===== config.mk =====
export PLATFORM = sky130hd
export DESIGN_NAME = pushbuffer_command_decoder_top
export DESIGN_NICKNAME = d
export VERILOG_FILES = /design/src/pcd_pkg.sv /design/src/pushbuffer_command_decoder_top.sv
export SDC_FILE = /design/constraint.sdc
export NUM_CORES = 1
export LEC_CHECK = 0
export ABC_AREA = 1
export BUFFER_PORTS_ARGS = -buffer_cell sky130_fd_sc_hd__buf_2
export CAP_MARGIN = 15
export CELL_PAD_IN_SITES_DETAIL_PLACEMENT = 1
export CELL_PAD_IN_SITES_GLOBAL_PLACEMENT = 2
export CORE_MARGIN = 4
export CORE_UTILIZATION = 37
export DETAILED_ROUTE_END_ITERATION = 10
export HOLD_SLACK_MARGIN = 0.05
export PLACE_DENSITY = 0.9
export RECOVER_POWER = 100
export SYNTH_ARGS = -nofsm -noshare
export SYNTH_HDL_FRONTEND = slang
export SYNTH_SLANG_ARGS = --single-unit

===== constraint.sdc =====
create_clock -name clock -period 11.21 [get_ports clock]
set_clock_uncertainty 0.15 [all_clocks]
set_input_delay 2.242 -clock clock [delete_from_list [all_inputs] [get_ports clock]]
set_output_delay 2.242 -clock clock [all_outputs]
set_load 0.02 [all_outputs]

===== src/pcd_pkg.sv =====
// Types and constants of the pushbuffer command decoder.
package pcd_pkg;

   // Field widths of the command and result transactions.
   localparam int WordWidth  = 32;
   localparam int LeftWidth  = 12;
   localparam int AddrWidth  = 13;
   localparam int CountWidth = 11;
   localparam int KindWidth  = 3;
   localparam int ReqWidth   = 48;
   localparam int RspWidth   = 104;

   // Result kinds, carried on rsp_tuser.
   localparam logic [KindWidth-1:0] KIND_JUMP      = 3'd0;
   localparam logic [KindWidth-1:0] KIND_METHOD    = 3'd1;
   localparam logic [KindWidth-1:0] KIND_PARAM     = 3'd2;
   localparam logic [KindWidth-1:0] KIND_BAD       = 3'd3;
   localparam logic [KindWidth-1:0] KIND_TRUNCATED = 3'd4;

   // Header prefixes in bits 31 to 30.
   localparam logic [1:0] PREFIX_INCREMENT     = 2'b00;
   localparam logic [1:0] PREFIX_NON_INCREMENT = 2'b10;

   // Bit positions within a header word.
   localparam int JumpBit       = 0;
   localparam int NonIncBit     = 29;
   localparam int PrefixLsb     = 30;
   localparam int CountLsb      = 18;
   localparam int MethodLsb     = 2;

   // One decoded result.
   typedef struct packed {
      logic [KindWidth-1:0]  kind;
      logic [WordWidth-1:0]  jump_dest;
      logic [AddrWidth-1:0]  method_addr;
      logic [CountWidth-1:0] word_count;
      logic                  non_increment;
      logic [WordWidth-1:0]  param_data;
      logic [CountWidth-1:0] param_index;
      logic                  packet_end;
   } result_type;

endpackage


===== src/pushbuffer_command_decoder_top.sv =====
// Pushbuffer command decoder: splits a command word stream into headers and payload.
//
// Channel   Direction  tdata (low bit up)                         tuser / tlast
// req_      in         data_word[31:0], words_left[43:32]          -
// rsp_      out        jump_dest, method_addr, word_count,         kind / packet_end
//                      non_increment, param_data, param_index
//
// One command word is taken per cycle while the result side is not stalled; its result
// passes through the input register and then the result register, around the decode
// logic, before it is offered on rsp_.
// Reset is synchronous and active high; it clears both valid flags and the packet state.
// A stalled result holds the result register; the input register keeps filling
// until it too is occupied, so req_tready drops only when both stages are full.
module pushbuffer_command_decoder_top
   import pcd_pkg::*;
(
   input  logic                clock,
   input  logic                reset,
   input  logic                req_tvalid,
   output logic                req_tready,
   // data_word[31:0], words_left[43:32], zero fill[47:44]
   input  logic [ReqWidth-1:0] req_tdata,
   output logic                rsp_tvalid,
   input  logic                rsp_tready,
   // jump_dest[31:0], method_addr[44:32], word_count[55:45], non_increment[56],
   // param_data[88:57], param_index[99:89], zero fill[103:100]
   output logic [RspWidth-1:0] rsp_tdata,
   // kind[2:0]
   output logic [KindWidth-1:0] rsp_tuser,
   output logic                rsp_tlast
);

   // Input register stage.
   logic                  in_valid_ff;
   logic                  in_valid_in;
   logic [WordWidth-1:0]  in_word_ff;
   logic [LeftWidth-1:0]  in_left_ff;

   // Result register stage.
   logic                  out_valid_ff;
   logic                  out_valid_in;
   result_type            out_result_ff;
   result_type            result;

   // Packet state.
   logic [CountWidth-1:0] pending_ff;
   logic [CountWidth-1:0] pending_in;
   logic [CountWidth-1:0] held_method_ff;
   logic [CountWidth-1:0] held_method_in;
   logic                  held_ninc_ff;
   logic                  held_ninc_in;
   logic [CountWidth-1:0] next_index_ff;
   logic [CountWidth-1:0] next_index_in;

   // Header fields.
   logic [1:0]            prefix;
   logic [CountWidth-1:0] count;
   logic                  ninc;
   logic                  advance;

   // A word moves into the result register when that register is free or being emptied.
   assign advance      = in_valid_ff && (!out_valid_ff || rsp_tready);
   assign req_tready   = !in_valid_ff || advance;
   assign in_valid_in  = req_tready ? req_tvalid : in_valid_ff;
   assign out_valid_in = advance ? 1'b1 : (out_valid_ff && !rsp_tready);

   assign prefix = in_word_ff[PrefixLsb +: 2];
   assign count  = in_word_ff[CountLsb +: CountWidth];
   assign ninc   = (prefix == PREFIX_NON_INCREMENT) || in_word_ff[NonIncBit];

   // Decode the registered word against the packet state.
   always_comb begin
      result         = '0;
      pending_in     = pending_ff;
      held_method_in = held_method_ff;
      held_ninc_in   = held_ninc_ff;
      next_index_in  = next_index_ff;
      if (pending_ff != '0) begin
         // Inside a packet every word is a parameter word.
         result.kind          = KIND_PARAM;
         result.method_addr   = {held_method_ff, 2'b00};
         result.non_increment = held_ninc_ff;
         result.param_data    = in_word_ff;
         result.param_index   = next_index_ff;
         result.packet_end    = (pending_ff == CountWidth'(1));
         pending_in           = pending_ff - CountWidth'(1);
         next_index_in        = next_index_ff + CountWidth'(1);
      end else if (in_word_ff[JumpBit]) begin
         result.kind        = KIND_JUMP;
         result.jump_dest   = {in_word_ff[WordWidth-1:2], 2'b00};
         result.packet_end  = 1'b1;
      end else if (prefix != PREFIX_INCREMENT && prefix != PREFIX_NON_INCREMENT) begin
         result.kind       = KIND_BAD;
         result.packet_end = 1'b1;
      end else begin
         result.method_addr   = {in_word_ff[MethodLsb +: CountWidth], 2'b00};
         result.word_count    = count;
         result.non_increment = ninc;
         if ({1'b0, count} + LeftWidth'(1) > in_left_ff) begin
            // The header promises more words than the stream holds.
            result.kind       = KIND_TRUNCATED;
            result.packet_end = 1'b1;
         end else begin
            result.kind       = KIND_METHOD;
            result.packet_end = (count == '0);
            pending_in        = count;
            held_method_in    = in_word_ff[MethodLsb +: CountWidth];
            held_ninc_in      = ninc;
            next_index_in     = '0;
         end
      end
   end

   // Control and packet state.
   always_ff @(posedge clock) begin
      if (reset) begin
         in_valid_ff    <= 1'b0;
         out_valid_ff   <= 1'b0;
         pending_ff     <= '0;
         held_method_ff <= '0;
         held_ninc_ff   <= 1'b0;
         next_index_ff  <= '0;
      end else begin
         in_valid_ff  <= in_valid_in;
         out_valid_ff <= out_valid_in;
         if (advance) begin
            pending_ff     <= pending_in;
            held_method_ff <= held_method_in;
            held_ninc_ff   <= held_ninc_in;
            next_index_ff  <= next_index_in;
         end
      end
   end

   // Payload registers.
   always_ff @(posedge clock) begin
      if (req_tready && req_tvalid) begin
         in_word_ff <= req_tdata[WordWidth-1:0];
         in_left_ff <= req_tdata[WordWidth +: LeftWidth];
      end
      if (advance) begin
         out_result_ff <= result;
      end
   end

   // Pack the result transaction.
   assign rsp_tvalid = out_valid_ff;
   assign rsp_tuser  = out_result_ff.kind;
   assign rsp_tlast  = out_result_ff.packet_end;
   assign rsp_tdata  = {4'b0000,
                        out_result_ff.param_index,
                        out_result_ff.param_data,
                        out_result_ff.non_increment,
                        out_result_ff.word_count,
                        out_result_ff.method_addr,
                        out_result_ff.jump_dest};

endmodule


==> impl_metrics.toml <==
[finish]
final_core_util_pct = 45.1
drive_gt1_share_pct = 10.0
fin_nets = 904
post_layout_nonfiller_instances = 1114
area_growth_pct = 18.3
fill_cells = 2246

[yosys]
ys_async_sr_fraction_pct = 0
synth_edf_count = 144
synth_top_area_share_pct = 57.6
synth_common_cells = "edfxtp_1, nor2_1, nand2_1"
synth_top_area_cell = "edfxtp_1"
syn_area_per_cell_um2 = 10.9
synthesis.area_um2 = 7510
yosys_most_used_dff = "edfxtp_1"
ys_warn_count = 0
synthCells = 689
synth_area_leaders = "edfxtp_1, dfxtp_1, nor2_1"
yosysMostFrequentCell = "edfxtp_1"
synth_seq_cells = 180
synth_cell_types = 35
ys_seq_area_share_pct = 67.2

[placed_design]
dp_hpwl_mm = 12.7
io_buffers = 149
gp_congestion = 0.807
post-place-cells = 1081

[hold_path]
hold_class = "reg2reg"

[pwr]
p_comb_share_pct = 26.4
pwr-share-seq_pct = 43.0
power_leakage_nw = 3.51
p_sw_mw = 0.714
peakVddDrop_mv = 0.108
swShare_pct = 34.7
pwr-share-clk_pct = 30.6
p_int_mw = 1.35
power_density_nw_per_um2 = 232

[status]
status = "finished with violations"
violations = "max-capacitance violations, max-slew violations"

[detailed_routing]
antenna_left = 0
via_count = 5229
via_per_inst = 4.69
drt-total-wl_mm = 19.0
drt_iter0_drc = 320
drc_errors = 0
wire_per_inst_um = 17.1
dr.pass1.iters = 4

[global_route]
grt_pass1_wl_mm = 30.0
grt_pass1_vias = 5400
grt_use_total_pct = 17.5
grt_max_degree = 78
grt_remaining_overflow = 0
antenna_found_initial = 2

[clocking]
cts_root_buf = "clkbuf_16"
cts_made_buffers = 17
clock_sinks = 180
cts_tree = "done"
hold_buffers = 0
clockBufferDepth = 2
post_cts_resized = 0
clk_pin_slew_ps = 70
cts_max_level = 4
insertion_delay_ps = 430
cts_setup_buffers = 0

[sta]
min_period_ps = 7030
hold_viol_final = 0
fin_crit_sh_pct = 62.7
final_max_slew_viol_count = 177
worstMarginPinSlew_ps = 4260
max_slew_margin_pct = -185
setup_tns_ps = 0
grt_setup_unrepaired = "no"
fin_hold_ws_ps = 321
setup_viol = 0
fmax_mhz = 142

[floorplanning]
start_util_pct = 38.1
chipWidth_um = 150
fp-row-count = 51
die_h_um = 150
io_pins = 162
core_um2 = 19700
dieArea_um2 = 22600

[worst_setup_path]
reg2reg_slack_ps = 4180
endpoint_kind = "register"
criticalPathCategory = "reg2reg"
cp.required_ps = 11320
start_kind = "register"
crit_arrival_ps = 7150
cp_max_fo = 53

[job]
drv_cap = 3
## power groups by stage
stage | combinational [mW] | sequential [mW] | clock, mW
finish | 0.544 | 0.886 | 0.630
global route | 0.608 | 0.895 | 0.675
CTS | 0.579 | 0.882 | 0.642
floorplan | 0.322 | 0.968 | 0
detailed placement | 0.577 | 0.895 | 0
global placement | 0.561 | 0.892 | 0
## layout by cell type, fill, tap and decap left out, drive strengths merged
cell,count
edfxtp,144
clkbuf,125
nor2,123
nand2,96
inv,95
buf,45
o21ai,42
dfxtp,36
nand3,30
a21oi,28
ha,17
nor3,13
xor2,13
nand4,8
conb,8
clkinv,6
nor4,4
bufinv,3
o22ai,2
a21boi,2
o31ai,2
diode,1
or2,1
clkinvlp,1
a21o,1
o2111ai,1
xnor2,1
nand3b,1
## critical path, stage by stage, from the launching register on
cell and delay [ps]:
dfxtp_1 350, inv_1 110, ha_1 210, nand2_1 130, inv_1 140, nand2_4 60, nor2_1 3090, nand2_4 960
nand2_1 280, clkinv_1 90, nand2_1 590, nand2_2 440, nand2_1 160, a21oi_1 90
## sequential cells by signal (all words and copies together), names as in the netlist
name            cells
pending_ff         11
in_valid_ff         1
rsp_tlast           1
held_method_ff     11
held_ninc_ff        1
rsp_tdata          96
rsp_tvalid          1
in_left_ff         12
next_index_ff      11
in_word_ff         32
rsp_tuser           3
## cells by family (layout without fill, tap and decap cells)
kind of cell	after synthesis	in the layout	synth area share, %
AO/OA/AOI/OAI	78	78	5.45
XOR/XNOR	14	14	1.63
adder cells (fa/ha/maj)	17	17	2.83
buffers and inverters	123	275	7.00
flip-flops	180	180	67.2
other	1	9	0.0499
AND/OR/NAND/NOR	276	276	15.8
## path summary, 6_finish.rpt
| path | start | end | cells past startpoint |
|---|---|---|---|
| setup / recovery | pending_ff[0]$_SDFFE_PP0P_ | pending_ff[1]$_SDFFE_PP0P_ | 13 |
| hold / removal | in_valid_ff$_SDFFE_PP0N_ | rsp_tvalid$_SDFF_PP0_ | 2 |
| setup reg to reg | pending_ff[0]$_SDFFE_PP0P_ | pending_ff[1]$_SDFFE_PP0P_ | 13 |
| hold reg to reg | in_valid_ff$_SDFFE_PP0N_ | rsp_tvalid$_SDFF_PP0_ | 2 |
## metal layers
layer	share of wire [%]	track usage, %
met5	0.18	0
met4	1.5	5.17
met3	5.3	5.00
met2	49	29.1
met1	44	22.2
## per-stage QoR
step	instance area, µm²	setup WS (ps)	power [mW]
after floorplan	7530	5620	1.29
after global placement	8450	6140	1.45
after detailed placement	8450	6150	1.47
after CTS	9060	6150	2.10
after global routing	8880	3300	2.18
final	8890	4180	2.06
## area by class of cell
type,instances,area (µm²),area share (%)
well taps,265,332,3.73
clock buffers,20,447,5.03
repair buffers,150,619,6.97
multi-input cells,393,1920,21.6
inverters,93,350,3.94
clock inverters,12,170,1.91
diodes,1,2.50,0.0282
flip-flops and latches,180,5040,56.8
No activity file was read; power rests on OpenSTA's default activity.
